--- src/hdl/tpdp_pkg.sv ---
// ----------------------------------------------------------------------------
// tpdp_pkg
// shared types and constants of the timestamp pattern date parser
// ----------------------------------------------------------------------------
package tpdp_pkg;

  localparam int PATTERN_CHARS = 32;
  localparam int POS_W         = 6;
  localparam int CFG_IDX_W     = 3;

  // configuration register indexes
  localparam logic [CFG_IDX_W-1:0] REG_PAT0    = 3'd0;
  localparam logic [CFG_IDX_W-1:0] REG_PAT1    = 3'd1;
  localparam logic [CFG_IDX_W-1:0] REG_PAT2    = 3'd2;
  localparam logic [CFG_IDX_W-1:0] REG_PAT3    = 3'd3;
  localparam logic [CFG_IDX_W-1:0] REG_PAT_LEN = 3'd4;

  typedef enum logic [2:0] {
    ST_OK           = 3'd0,
    ST_INCOMPATIBLE = 3'd1,
    ST_BAD_PATTERN  = 3'd2,
    ST_NOT_IMPL     = 3'd3,
    ST_BAD_DATE     = 3'd4
  } status_t;

  typedef struct packed {
    logic [POS_W-1:0] pos;
    logic             esc;
    logic [3:0]       cnt;
    logic [13:0]      fval;
    logic [11:0]      mask;
    logic [13:0]      year;
    logic [3:0]       month;
    logic [4:0]       day;
    logic             wd_given;
    logic [2:0]       wd;
    status_t          err;
  } parse_state_t;

  localparam parse_state_t PARSE_RESET = '{
    pos: '0, esc: 1'b0, cnt: '0, fval: '0, mask: 12'hFFF,
    year: 14'd1970, month: 4'd1, day: 5'd1, wd_given: 1'b0, wd: '0,
    err: ST_OK
  };

  // snapshot of a finished record handed to the calendar pipeline
  typedef struct packed {
    status_t     status;
    logic [13:0] year;
    logic [3:0]  month;
    logic [4:0]  day;
    logic        wd_given;
    logic [2:0]  wd;
  } cal_req_t;

endpackage

--- src/hdl/tpdp_char_step.sv ---
// ----------------------------------------------------------------------------
// tpdp_char_step
// next parse state for one timestamp character against the pattern
// ----------------------------------------------------------------------------
module tpdp_char_step (
  input  tpdp_pkg::parse_state_t cur,
  input  logic [7:0]             ch,
  input  logic [255:0]           pattern,
  input  logic [5:0]             pat_len,
  output tpdp_pkg::parse_state_t nxt
);
  import tpdp_pkg::*;

  localparam logic [7:0] CH_BSL   = 8'h5C;
  localparam logic [7:0] CH_SPACE = 8'h20;
  localparam logic [7:0] CH_ZERO  = 8'h30;
  localparam logic [7:0] CH_NINE  = 8'h39;

  localparam logic [1:0] SET_MONTH_LONG  = 2'd0;
  localparam logic [1:0] SET_MONTH_SHORT = 2'd1;
  localparam logic [1:0] SET_WEEKDAY     = 2'd2;

  localparam logic [71:0] MONTH_TXT [12] = '{
    "January", "February", "March", "April", "May", "June", "July",
    "August", "September", "October", "November", "December"};
  localparam logic [3:0] MONTH_LEN [12] = '{
    4'd7, 4'd8, 4'd5, 4'd5, 4'd3, 4'd4, 4'd4, 4'd6, 4'd9, 4'd7, 4'd8, 4'd8};
  localparam logic [23:0] WDAY_TXT [7] = '{
    "Sun", "Mon", "Tue", "Wed", "Thu", "Fri", "Sat"};

  function automatic logic [3:0] name_len(input logic [1:0] set, input logic [3:0] i);
    logic [3:0] r;
    r = '0;
    unique case (set)
      SET_MONTH_LONG:  r = MONTH_LEN[i];
      SET_MONTH_SHORT: r = 4'd3;
      default:         r = (i < 4'd7) ? 4'd3 : 4'd0;
    endcase
    return r;
  endfunction

  // character k of name i; caller guarantees k below the name length
  function automatic logic [7:0] name_char(input logic [1:0] set, input logic [3:0] i,
                                           input logic [3:0] k);
    logic [3:0] b;
    logic [7:0] r;
    b = '0;
    r = '0;
    unique case (set)
      SET_MONTH_LONG, SET_MONTH_SHORT: begin
        b = MONTH_LEN[i] - 4'd1 - k;
        r = MONTH_TXT[i][{b, 3'b000} +: 8];
      end
      default: begin
        b = 4'd2 - k;
        r = (i < 4'd7) ? WDAY_TXT[i[2:0]][{b[1:0], 3'b000} +: 8] : 8'h00;
      end
    endcase
    return r;
  endfunction

  function automatic parse_state_t field_done(input parse_state_t s);
    parse_state_t r;
    r = s;
    r.cnt  = '0;
    r.fval = '0;
    r.mask = 12'hFFF;
    r.esc  = 1'b0;
    r.pos  = s.pos + 6'd1;
    return r;
  endfunction

  logic [7:0]  pc0, pc1, sc;
  logic [4:0]  idx1;
  logic [5:0]  spos;
  logic [3:0]  need, dv, cnt_n, len_i, hit;
  logic        is_dig, dig_ok, hit_f;
  logic [17:0] fv_wide;
  logic [13:0] fv;
  logic [1:0]  set;
  logic [11:0] new_mask;

  assign idx1 = cur.pos[4:0] + 5'd1;
  assign pc0  = pattern[{cur.pos[4:0], 3'b000} +: 8];
  assign pc1  = pattern[{idx1, 3'b000} +: 8];

  always_comb begin
    nxt      = cur;
    sc       = cur.esc ? pc0 : pc1;
    spos     = cur.pos + 6'd1;
    need     = (sc == "Y") ? 4'd4 : 4'd2;
    is_dig   = (ch >= CH_ZERO) && (ch <= CH_NINE);
    dig_ok   = is_dig || ((sc == "e") && (cur.cnt == '0) && (ch == CH_SPACE));
    dv       = is_dig ? 4'(ch - CH_ZERO) : 4'd0;
    fv_wide  = 18'(cur.fval) * 18'd10 + 18'(dv);
    fv       = fv_wide[13:0];
    cnt_n    = cur.cnt + 4'd1;
    set      = (sc == "B") ? SET_MONTH_LONG : (sc == "b") ? SET_MONTH_SHORT : SET_WEEKDAY;
    new_mask = '0;
    hit      = '0;
    hit_f    = 1'b0;
    len_i    = '0;
    for (int i = 0; i < 12; i++) begin
      len_i       = name_len(set, 4'(i));
      new_mask[i] = cur.mask[i] && (cur.cnt < len_i) &&
                    (name_char(set, 4'(i), cur.cnt) == ch);
    end
    for (int i = 0; i < 12; i++) begin
      if (new_mask[i] && ({1'b0, name_len(set, 4'(i))} == 5'(cur.cnt) + 5'd1)) begin
        hit   = 4'(i);
        hit_f = 1'b1;
      end
    end

    if (cur.pos >= pat_len) begin
      nxt.err = cur.esc ? ST_BAD_PATTERN : ST_INCOMPATIBLE;
    end else if (!cur.esc && pc0 != CH_BSL) begin
      if (pc0 == ch) nxt.pos = spos;
      else           nxt.err = ST_INCOMPATIBLE;
    end else begin
      if (!cur.esc) begin
        nxt.esc = 1'b1;
        nxt.pos = spos;
      end
      if (nxt.pos >= pat_len) begin
        nxt.err = ST_BAD_PATTERN;
      end else begin
        unique case (sc)
          "y", "Y", "m", "d", "e": begin
            if (!dig_ok) begin
              nxt.err = ST_INCOMPATIBLE;
            end else begin
              nxt.fval = fv;
              nxt.cnt  = cnt_n;
              if (cnt_n >= need) begin
                priority if (sc == "y") begin
                  nxt.year = (fv >= 14'd69) ? fv + 14'd1900 : fv + 14'd2000;
                  nxt      = field_done(nxt);
                end else if (sc == "Y") begin
                  nxt.year = fv;
                  nxt      = field_done(nxt);
                end else if (sc == "m") begin
                  if (fv < 14'd1 || fv > 14'd12) nxt.err = ST_INCOMPATIBLE;
                  else begin
                    nxt.month = fv[3:0];
                    nxt       = field_done(nxt);
                  end
                end else begin
                  if (fv < 14'd1 || fv > 14'd31) nxt.err = ST_INCOMPATIBLE;
                  else begin
                    nxt.day = fv[4:0];
                    nxt     = field_done(nxt);
                  end
                end
              end
            end
          end
          "B", "b", "a": begin
            nxt.mask = new_mask;
            if (new_mask == '0) begin
              nxt.err = ST_INCOMPATIBLE;
            end else begin
              nxt.cnt = cnt_n;
              if (hit_f) begin
                if (set == SET_WEEKDAY) begin
                  nxt.wd_given = 1'b1;
                  nxt.wd       = hit[2:0];
                end else begin
                  nxt.month = hit + 4'd1;
                end
                nxt = field_done(nxt);
              end
            end
          end
          CH_BSL: begin
            if (ch == CH_BSL) nxt = field_done(nxt);
            else              nxt.err = ST_INCOMPATIBLE;
          end
          "p", "H", "k", "I", "l", "M", "S", "3", "6", "9", "T", "E", "L", "C",
          "N", "z", "Z", "?", "P": nxt.err = ST_NOT_IMPL;
          default: nxt.err = ST_BAD_PATTERN;
        endcase
      end
    end
  end

endmodule

--- src/hdl/tpdp_calendar.sv ---
// ----------------------------------------------------------------------------
// tpdp_calendar
// date check, civil day count, weekday check and epoch nanoseconds
// ----------------------------------------------------------------------------
module tpdp_calendar (
  input  logic                   clk,
  input  logic                   rst,
  input  logic                   req_valid,
  output logic                   req_ready,
  input  tpdp_pkg::cal_req_t     req,
  output logic                   out_valid,
  input  logic                   out_ready,
  output logic [2:0]             status,
  output logic signed [22:0]     day_count,
  output logic signed [63:0]     epoch_ns
);
  import tpdp_pkg::*;

  // 86400e9 = 1318359375 * 2^16
  localparam logic signed [31:0] NS_MUL = 32'sd1318359375;

  typedef struct packed {
    status_t     status;
    logic [5:0]  era;
    logic [8:0]  yoe;
    logic [8:0]  doy;
    logic        wd_given;
    logic [2:0]  wd;
  } stage_b_t;

  typedef struct packed {
    status_t            status;
    logic signed [23:0] days;
    logic               wd_given;
    logic [2:0]         wd;
  } stage_c_t;

  logic     a_v, b_v, c_v;
  cal_req_t a;
  stage_b_t b, b_next;
  stage_c_t c, c_next;
  logic     a_can, b_can, c_can, o_can;

  assign o_can     = !out_valid || out_ready;
  assign c_can     = !c_v || o_can;
  assign b_can     = !b_v || c_can;
  assign a_can     = !a_v || b_can;
  assign req_ready = a_can;

  // stage a: range check, era and day of year
  logic [27:0] m100;
  logic [7:0]  q100;
  logic [13:0] r100, yy;
  logic [29:0] m400;
  logic [8:0]  q400, r400y, yoe;
  logic [5:0]  era;
  logic        early, leap, bad;
  logic [4:0]  dim;
  logic [3:0]  mm;
  logic [10:0] t153;
  logic [24:0] m5;

  always_comb begin
    early = (a.month <= 4'd2);
    m100  = 28'(a.year) * 28'd10486;
    q100  = m100[27:20];
    r100  = a.year - 14'(q100) * 14'd100;
    yy    = a.year - 14'(early);
    m400  = 30'(yy) * 30'd41944;
    q400  = m400[29:21] >> 3;
    if (early && a.year == '0) begin
      era = 6'h3F;
      yoe = 9'd399;
    end else begin
      era = q400[5:0];
      yoe = 9'(yy - 14'(q400) * 14'd400);
    end
    r400y = early ? ((yoe == 9'd399) ? 9'd0 : yoe + 9'd1) : yoe;
    leap  = (a.year[1:0] == 2'b00) && (r100 != '0 || r400y == '0);
    unique case (a.month)
      4'd2:                      dim = leap ? 5'd29 : 5'd28;
      4'd4, 4'd6, 4'd9, 4'd11:   dim = 5'd30;
      default:                   dim = 5'd31;
    endcase
    bad  = (a.year > 14'd9999) || (a.month < 4'd1) || (a.month > 4'd12) ||
           (a.day < 5'd1) || (a.day > dim);
    mm   = (a.month > 4'd2) ? a.month - 4'd3 : a.month + 4'd9;
    t153 = 11'(mm) * 11'd153 + 11'd2;
    m5   = 25'(t153) * 25'd13108;

    b_next.status   = (a.status == ST_OK && bad) ? ST_BAD_DATE : a.status;
    b_next.era      = era;
    b_next.yoe      = yoe;
    b_next.doy      = 9'(m5[24:16]) + 9'(a.day) - 9'd1;
    b_next.wd_given = a.wd_given;
    b_next.wd       = a.wd;
  end

  // stage b: day count
  logic [18:0] m656;
  logic [17:0] doe;
  logic signed [23:0] era_s;

  always_comb begin
    m656  = 19'(b.yoe) * 19'd656;
    doe   = 18'(b.yoe) * 18'd365 + 18'(b.yoe >> 2) - 18'(m656[18:16]) + 18'(b.doy);
    era_s = 24'(signed'(b.era));
    c_next.status   = b.status;
    c_next.days     = era_s * 24'sd146097 + signed'(24'(doe)) - 24'sd719468;
    c_next.wd_given = b.wd_given;
    c_next.wd       = b.wd;
  end

  // stage c: weekday and nanoseconds
  logic [21:0] u;
  logic [44:0] m7;
  logic [2:0]  r7, wdc;
  logic signed [55:0] prod;
  status_t     fin;

  always_comb begin
    u    = 22'(c.days + 24'sd720006);
    m7   = 45'(u) * 45'd4793491;
    r7   = 3'(u - 22'(m7[44:25]) * 22'd7);
    wdc  = (r7 >= 3'd3) ? r7 - 3'd3 : r7 + 3'd4;
    prod = c.days * NS_MUL;
    fin  = (c.status == ST_OK && c.wd_given && wdc != c.wd) ? ST_BAD_DATE : c.status;
  end

  always_ff @(posedge clk) begin
    if (rst) begin
      a_v       <= 1'b0;
      b_v       <= 1'b0;
      c_v       <= 1'b0;
      out_valid <= 1'b0;
    end else begin
      if (a_can) a_v <= req_valid;
      if (b_can) b_v <= a_v;
      if (c_can) c_v <= b_v;
      if (o_can) out_valid <= c_v;
    end
  end

  always_ff @(posedge clk) begin
    if (a_can && req_valid) a <= req;
    if (b_can && a_v) b <= b_next;
    if (c_can && b_v) c <= c_next;
    if (o_can && c_v) begin
      status    <= fin;
      day_count <= (fin == ST_OK) ? c.days[22:0] : '0;
      epoch_ns  <= (fin == ST_OK) ? {prod[47:0], 16'h0000} : '0;
    end
  end

endmodule

--- src/hdl/timestamp_pattern_date_parser.sv ---
// ----------------------------------------------------------------------------
// timestamp_pattern_date_parser
// matches timestamp characters against a format pattern and returns the date
// ----------------------------------------------------------------------------
// usage:
//  - the pattern is loaded through the write port (cfg_we, cfg_index,
//    cfg_data): indexes 0 to 3 hold eight pattern characters each, lowest
//    byte first, index 4 the pattern length; write only while idle
//  - input items carry one character each (ts_char); no_char marks an item
//    without a character, record_last closes the record
//  - one result item (status, day_count, epoch_ns) follows each item with
//    record_last set
//  - throughput: one item per cycle while in_ready is high; each character
//    updates the parse state in the cycle it is accepted
//  - a result is registered in order: snapshot at the edge that accepts
//    its last item, date check, day count, then weekday and nanosecond
//    multiply into the result register
//  - a stalled receiver fills the four result stages; in_ready drops only
//    once all of them hold results
//  - reset clears the pattern, the parse state and every valid flag
// ----------------------------------------------------------------------------
module timestamp_pattern_date_parser (
  input  logic                clk,
  input  logic                rst,
  input  logic                cfg_we,
  input  logic [2:0]          cfg_index,
  input  logic [63:0]         cfg_data,
  input  logic                in_valid,
  output logic                in_ready,
  input  logic [7:0]          ts_char,
  input  logic                no_char,
  input  logic                record_last,
  output logic                out_valid,
  input  logic                out_ready,
  output logic [2:0]          status,
  output logic signed [22:0]  day_count,
  output logic signed [63:0]  epoch_ns
);
  import tpdp_pkg::*;

  // pattern registers
  logic [63:0]  pattern_chars [4];
  logic [5:0]   pattern_length;
  logic [5:0]   pat_len;
  logic [255:0] pattern_flat;

  // parse state of the record in flight
  parse_state_t pstate, pstate_next, step_nxt, eff;
  logic         in_fire;
  cal_req_t     req;
  logic         req_valid, req_ready;

  assign pat_len      = (pattern_length > 6'(PATTERN_CHARS)) ? 6'(PATTERN_CHARS)
                                                             : pattern_length;
  assign pattern_flat = {pattern_chars[3], pattern_chars[2],
                         pattern_chars[1], pattern_chars[0]};

  always_ff @(posedge clk) begin
    if (rst) begin
      for (int i = 0; i < 4; i++) pattern_chars[i] <= '0;
      pattern_length <= '0;
    end else if (cfg_we) begin
      unique case (cfg_index)
        REG_PAT0:    pattern_chars[0] <= cfg_data;
        REG_PAT1:    pattern_chars[1] <= cfg_data;
        REG_PAT2:    pattern_chars[2] <= cfg_data;
        REG_PAT3:    pattern_chars[3] <= cfg_data;
        REG_PAT_LEN: pattern_length   <= cfg_data[5:0];
        default:     ;
      endcase
    end
  end

  tpdp_char_step u_step (
    .cur     (pstate),
    .ch      (ts_char),
    .pattern (pattern_flat),
    .pat_len (pat_len),
    .nxt     (step_nxt)
  );

  assign in_ready  = req_ready;
  assign in_fire   = in_valid && in_ready;
  assign req_valid = in_fire && record_last;

  always_comb begin
    // characters after the first error are ignored
    eff = (!no_char && pstate.err == ST_OK) ? step_nxt : pstate;

    // end-of-record checks, first match wins
    priority if (eff.err != ST_OK)    req.status = eff.err;
    else if (eff.cnt != '0)           req.status = ST_INCOMPATIBLE;
    else if (eff.esc)                 req.status = ST_BAD_PATTERN;
    else if (eff.pos != pat_len)      req.status = ST_INCOMPATIBLE;
    else                              req.status = ST_OK;
    req.year     = eff.year;
    req.month    = eff.month;
    req.day      = eff.day;
    req.wd_given = eff.wd_given;
    req.wd       = eff.wd;

    pstate_next = pstate;
    if (in_fire) pstate_next = record_last ? PARSE_RESET : eff;
  end

  always_ff @(posedge clk) begin
    if (rst) pstate <= PARSE_RESET;
    else     pstate <= pstate_next;
  end

  // date arithmetic and result register
  tpdp_calendar u_cal (
    .clk       (clk),
    .rst       (rst),
    .req_valid (req_valid),
    .req_ready (req_ready),
    .req       (req),
    .out_valid (out_valid),
    .out_ready (out_ready),
    .status    (status),
    .day_count (day_count),
    .epoch_ns  (epoch_ns)
  );

  // pattern position never runs past the longest pattern
  a_pos_bound: assert property (@(posedge clk) disable iff (rst)
    pstate.pos <= 6'(PATTERN_CHARS))
    else $error("pattern position past end of pattern store");

  // failed records carry no date
  a_fail_zero: assert property (@(posedge clk) disable iff (rst)
    out_valid && status != ST_OK |-> day_count == '0 && epoch_ns == '0)
    else $error("failed record reports a date");

  // a good date lies between years 0 and 9999
  a_day_range: assert property (@(posedge clk) disable iff (rst)
    out_valid && status == ST_OK |-> day_count >= -23'sd719528 &&
                                     day_count <= 23'sd2932896)
    else $error("day count out of calendar range");

  // status codes stay within the defined set
  a_status_code: assert property (@(posedge clk) disable iff (rst)
    out_valid |-> status <= ST_BAD_DATE)
    else $error("undefined status code");

endmodule
--- config.mk ---
export PLATFORM = sky130hd
export DESIGN_NAME = timestamp_pattern_date_parser
export DESIGN_NICKNAME = d
export VERILOG_FILES = /design/src/hdl/tpdp_pkg.sv /design/src/hdl/tpdp_char_step.sv /design/src/hdl/tpdp_calendar.sv /design/src/hdl/timestamp_pattern_date_parser.sv
export SDC_FILE = /design/constraint.sdc
export NUM_CORES = 2
export LEC_CHECK = 0
export BUFFER_PORTS_ARGS = -buffer_cell sky130_fd_sc_hd__buf_2
export CAP_MARGIN = 15
export CORE_AREA = 2 2 423 425
export DETAILED_ROUTE_END_ITERATION = 6
export DIE_AREA = 0 0 425 427
export HOLD_SLACK_MARGIN = 0.06
export PLACE_DENSITY_LB_ADDON = 0.1
export SYNTH_ARGS = -nofsm -noshare
export SYNTH_HDL_FRONTEND = slang
export SYNTH_SLANG_ARGS = --single-unit
export TNS_END_PERCENT = 50
--- constraint.sdc ---
create_clock -name clk -period 14 [get_ports clk]
set_clock_uncertainty 0.05 [all_clocks]
set_input_delay 0 -clock clk [delete_from_list [all_inputs] [get_ports clk]]
set_output_delay 0 -clock clk [all_outputs]
set_load 0.02 [all_outputs]
## After elaboration in Yosys (flattened, before gate mapping)

Memory sizes are Yosys's and may differ from the RTL's.
Index checks and enable logic that the tools add are counted.

| storage, ports and cells | value |
|---|---|
| memory bits (read-only) | 0 |
| RAM bits | 256 |
| input port bits | 82 |
| register bits | 259 |
| logic and storage cells | 426 |
| latch bits | 0 |
| memories kept | 1 |
| output and inout bits | 92 |

| operators by class | value |
|---|---|
| shifts and indexed selects | 21 |
| equal/unequal tests | 77 |
| bitwise logic cells | 4 |
| mux-type cells | 118 |
| reduce and logical (&&, ||, !) cells | 94 |
| multiply operators | 13 |
| add/subtract/negate cells | 35 |
| div/mod/pow operators | 0 |
| magnitude comparators | 27 |

Memory list:

| name | depth | bits a word | rd ports | clocked after Yosys merged registers in | write ports | RTL line | source |
|---|---|---|---|---|---|---|---|
| pattern_chars | 4 | 64 | 4 | 0 | 4 | timestamp_pattern_date_parser.sv:42 | `logic [63:0] pattern_chars [4];` |

Operators by type and width:

| kind | count |
|---|---|
| $shiftx 72x8->8 const A | 12 |
| $mux 64 | 11 |
| $shiftx 256x9->8 | 2 |
| $mux 67 | 7 |
| $eq 8x7->1 const B | 25 |
| $pmux 64 s3 | 1 |
| $shiftx 24x6->8 const A | 7 |
| $eq 8x8->1 | 13 |
| $mux 8 | 13 |
| $mux 3 | 20 |
| $mux 58 | 1 |
| $mul 14x13->27 const B | 2 |
| $logic_and 1x1->1 | 52 |
| $mul 24x32->48 const B | 1 |
| $mul 22x23->45 const B | 1 |
| $eq 8x6->1 const B | 5 |
| $mux 4 | 9 |
| $mux 1 | 33 |
| $add 14x11->14 const B | 2 |
| $mux 9 | 3 |
| $eq 3x5->1 | 5 |
| $add 24x19->24 | 1 |
| $mul 6x19->24 const B | 1 |
| $sub 24x21->24 const B | 1 |
| 101 further kinds | 161 |

## Longest topological paths before layout

| depth | value |
|---|---|
| word-level depth | 37 |
| depth in mapped cells | 53 |
| gate-level depth less buffers | 53 |

## Cells and area by module

A second synthesis with hierarchy kept.

| unflattened totals | value |
|---|---|
| cell total of the unflattened synthesis | 6398 |
| area, all modules | 63747.4 sq um |

Modules (own cells, without submodules):

| module | sequential area each (sq um) | area an instance (sq um) | cells an instance | times used |
|---|---|---|---|---|
| tpdp_calendar | 5034.8 | 37805.0 | 3670 | 1 |
| tpdp_char_step | 0.0 | 13325.3 | 1772 | 1 |
| timestamp_pattern_date_parser | 9148.8 | 12617.1 | 956 | 1 |

## Least setup slack after synthesis

OpenSTA, ideal clock, no wires.

| timing path | value |
|---|---|
| kind | register to register |
| start | register u_cal.c[5] (netlist bit) |
| end | register u_cal.epoch_ns[60] (data pin) |
| path buffers | 2 |
| period minus slack after synthesis | 11.294 ns |
| arrival | 11.087 ns |
| setup time | 0.157 ns |
| data required time | 13.793 ns |
| stages on the path, launching flop included | 47 |
| path slack | 2.706 ns |
| path through | edfxtp_1 -> inv_1 -> ha_1 -> nor4_1 -> a21o_1 -> a21oi_1 -> and3_1 -> nand2_1 -> a21oi_1 -> a21boi_0 -> a21oi_1 -> xnor2_1 -> ha_1 -> inv_1 -> fa_1 -> fa_1 -> inv_1 -> fa_1 -> [11 not listed] -> nor2_1 -> xnor2_1 -> ha_1 -> fa_1 -> xor2_1 -> xnor2_1 -> xnor2_1 -> xnor2_1 -> xnor2_1 -> xnor2_1 -> ha_1 -> xor2_1 -> a2111oi_0 -> a41oi_1 -> a2111o_1 -> clkbuf_1 -> clkbuf_1 -> nor3_1 |

| on the way | value |
|---|---|
| word-level cells in the longest chain between the ends | 10 |
| elaborated cells on any way between the ends | 13 |
| classes of those cells | 4 x add/sub; 3 x mul; 1 x order compare; 1 x eq/ne; 2 x mux; 2 x reduce/logical |

RTL lines:

| item | RTL line | source |
|---|---|---|
| start, declared | tpdp_calendar.sv:41 | `stage_c_t c, c_next;` |
| start signal, assigned | tpdp_calendar.sv:147 | `if (c_can && b_v) c <= c_next;` |
| $add 22x21->22 | tpdp_calendar.sv:122 | `u = 22'(c.days + 24'sd720006);` |
| $mul 22x23->45 | tpdp_calendar.sv:123 | `m7 = 45'(u) * 45'd4793491;` |
| $mul 20x3->3 | tpdp_calendar.sv:124 | `r7 = 3'(u - 22'(m7[44:25]) * 22'd7);` |
| $sub 3x3->3 | tpdp_calendar.sv:124 |  |
| $add 3x3->3, or another cell as far along | tpdp_calendar.sv:125 | `wdc = (r7 >= 3'd3) ? r7 - 3'd3 : r7 + 3'd4;` |
| $mux 3 | tpdp_calendar.sv:125 |  |
| $ne 3x3->1 | tpdp_calendar.sv:127 | `fin = (c.status == ST_OK && c.wd_given && wdc != c.wd) ? ST_BAD_DATE : c.status;` |
| $logic_and 1x1->1 | tpdp_calendar.sv:127 |  |
| $mux 3 | tpdp_calendar.sv:127 |  |
| $logic_not 3->1 | tpdp_calendar.sv:151 | `epoch_ns <= (fin == ST_OK) ? {prod[47:0], 16'h0000} : '0;` |
| end signal, assigned | tpdp_calendar.sv:151 |  |
| end, declared | tpdp_calendar.sv:15 | `output logic signed [63:0] epoch_ns` |

Parallel ways exist; a longest one is shown, timed or not.
A chain may end at the register's enable or synchronous reset.

## Worst setup path in the final report

| timing path | value |
|---|---|
| start | register u_cal.c[6] (netlist bit) |
| end | register u_cal.epoch_ns[40] (data pin) |

Same word-level chain as after synthesis.

==> impl_metrics.py <==
metrics = {
    "place": {
        "port_buffers": 157,
        "dp.cells": 8419,
        "hpwlAfterDp_um": 143000,
        "gp_congestion": 0.888,
    },
    "routing": {
        "wl_per_cell_um": 20.8,
        "drc": 0,
        "ant_nets": 0,
        "wl_um": 179000,
        "drtIter0Drc": 2261,
        "vias_per_cell": 5.06,
        "first_pass_iters": 7,
        "num_vias": 43700,
    },
    "job": {
        "cap_violations": 0,
    },
    "synthesis": {
        "synth_seq_cells": 497,
        "synth_area_leader_cell": "edfxtp_1",
        "yosys_most_used_dff": "edfxtp_1",
        "synth_enable_flop_cells": 421,
        "yosysWarnings": 0,
        "netlist_top_cells_area": "edfxtp_1 21%, ha_1 20%, fa_1 18%, inv_1 6.5%, mux4_2 3.9%",
        "synth_cell_types": 111,
        "synthTopCellsByCount": "1,063 x inv_1, 993 x ha_1, 550 x fa_1",
        "syn-mean-instance-area_sq_um": 10.2,
        "async_reset_ff_share_pct": 0,
        "seq_area_frac_synth_pct": 23.0,
        "syn_inst": 6028,
        "yosysTopAreaCellShare_pct": 20.5,
        "synth.most_common_cell": "inv_1",
        "syn_area_sq_um": 61600,
    },
    "worst_setup_path": {
        "crit_arrival_ps": 13180,
        "path_max_fanout": 39,
        "worstSetupPathType": "register to register",
        "crit_path_start_kind": "register",
        "crit_required_ps": 14480,
        "critPathCaptureType": "register",
        "max_stage_delay_ps": 850,
        "slowest_stage": "a2111o_2",
    },
    "global_route": {
        "grt_overflow_total": 0,
        "grt_max_degree": 65,
        "antenna_found_initial": 3,
        "grt_pass1_wl_um": 277000,
        "grtUsageTotal_pct": 19.8,
        "grt_pass1_vias": 45600,
    },
    "timing": {
        "max_freq_mhz": 78.7,
        "whs_ps": 102,
        "tightest_slew_ps": 1100,
        "setup_violations": 0,
        "fin_crit_sh_pct": 90.7,
        "setup_tns_ps": 0,
        "hold_viol": 0,
        "layout_min_cycle_time_ps": 12700,
        "maxSlewViolCount": 0,
        "rsz0062_at_grt": "false",
        "slew_headroom_pct": 26.7,
    },
    "cells_and_area": {
        "seq_area_sq_um": 14200,
        "finalNonFillerCells": 8629,
        "fillers": 17800,
        "layout-drive-gt1-share_pct": 8.40,
        "layout.nets": 7844,
        "multiInputGateArea_sq_um": 42600,
        "area_growth_pct": 10.5,
    },
    "clocking": {
        "hold_buffers": 92,
        "clk_latency_ps": 720,
        "cts_buffers": 61,
        "tritoncts": "yes",
        "cts_setup_buffers": 0,
        "ctsResizeCount": 0,
        "ctsRootBufferMaster": "clkbuf_16",
        "clk_pin_slew_ps": 60,
        "h-tree-depth": 2,
        "cts.sinks": 497,
        "cts.path.max_buffers": 3,
    },
    "floorplan": {
        "rows": 155,
        "io_pins": 174,
        "die_area_sq_um": 181000,
        "fp.dieH_um": 427,
        "core_sq_um": 177000,
        "initial_core_util_pct": 34.8,
        "die_x_um": 425,
    },
    "hold_path": {
        "hold_class": "primary input to register",
    },
    "run_status": {
        "status": "finished clean",
    },
}
critical path, delay by kind of cell, from the launching register on:
kind            cells  cell delay, ps
compound gates     12            3090
simple gates        7            1420
flops               1             640
buf+inv             5             850
xor+xnor            9            1700
fa+ha+maj          12            4750
through the flow:
stage          worst slack, ps  utilization, %  cell area (sq um)
5_1_grt                    361            38.4              68100
3_3_place_gp              1390            36.7              65000
2_1_floorplan             2710               -              61700
4_1_cts                   1180            38.4              68100
6_report                  1300            38.4              68100
3_5_place_dp              1180            36.7              65000
sequential cells by signal, indices dropped and copies added, names as in the netlist, 3 cells and up:
register and count:
u_cal.b 31, u_cal.status 3, pattern_chars 256, pattern_length 6, pstate 66, u_cal.a 30, u_cal.day_count 22, u_cal.epoch_ns 48
u_cal.c 31
logic make-up (layout without fill, tap and decap cells):
family,count (synthesis),count (layout),share of synthesized area (%)
adder cells (fa/ha/maj),1546,1546,38.1
AND/OR/NAND/NOR,1335,1335,11.2
buffers and inverters,1272,1500,8.15
AO/OA/AOI/OAI,855,855,9.34
flip-flops,497,497,23.0
XOR/XNOR,298,298,4.34
multiplexers,224,224,5.85
other,1,19,0.00609
placed cells by master (no fill, tap or decap), types with 35 or more instances in the layout:
cell type	count
a21o_1	77
a21oi_1	198
a22oi_1	50
a31oi_1	38
and2_1	284
buf_2	157
buf_4	61
clkbuf_16	61
dfxtp_1	73
dlygate4sd3_1	92
edfxtp_1	421
fa_1	550
ha_1	992
inv_1	1063
mux2i_1	107
mux4_2	107
nand2_1	239
nand3_1	80
nand4_1	55
nor2_1	320
nor2b_1	45
nor3_1	91
nor4_1	35
o21ai_0	150
o21bai_1	55
xnor2_1	230
xor2_1	63
cell type report:
type | count | area share (%)
Tap cell | 2355 | 4.33
Clock inverter | 34 | 0.711
Inverter | 1074 | 5.93
Multi-Input combinational cell | 4274 | 62.6
Timing Repair Buffer | 311 | 3.21
Clock buffer | 81 | 2.43
Antenna cell | 3 | 0.0110
Sequential cell | 497 | 20.8
per-layer routing:
layer	vias to the layer above	part of all wire (%)	global-route usage (%)
met5	-	0.0039	0
met4	2	2.2	4.53
met3	189	3.4	1.94
met2	780	50	35.0
met1	21800	44	26.1
li1	20900	-	-
final timing paths:
check                     from                   end  slack, ps  cells after the start
setup / recovery    u_cal.c[6]    u_cal.epoch_ns[40]       1300                     45
hold / removal    cfg_data[62]  pattern_chars[0][62]        100                      3
setup reg to reg    u_cal.c[6]    u_cal.epoch_ns[40]       1300                     45
hold reg to reg     u_cal.b[2]            u_cal.c[2]        360                      0
Power is left out: the tool's default activity adds up to more than one toggle a clock period on the data nets, which glitch-free logic cannot reach.
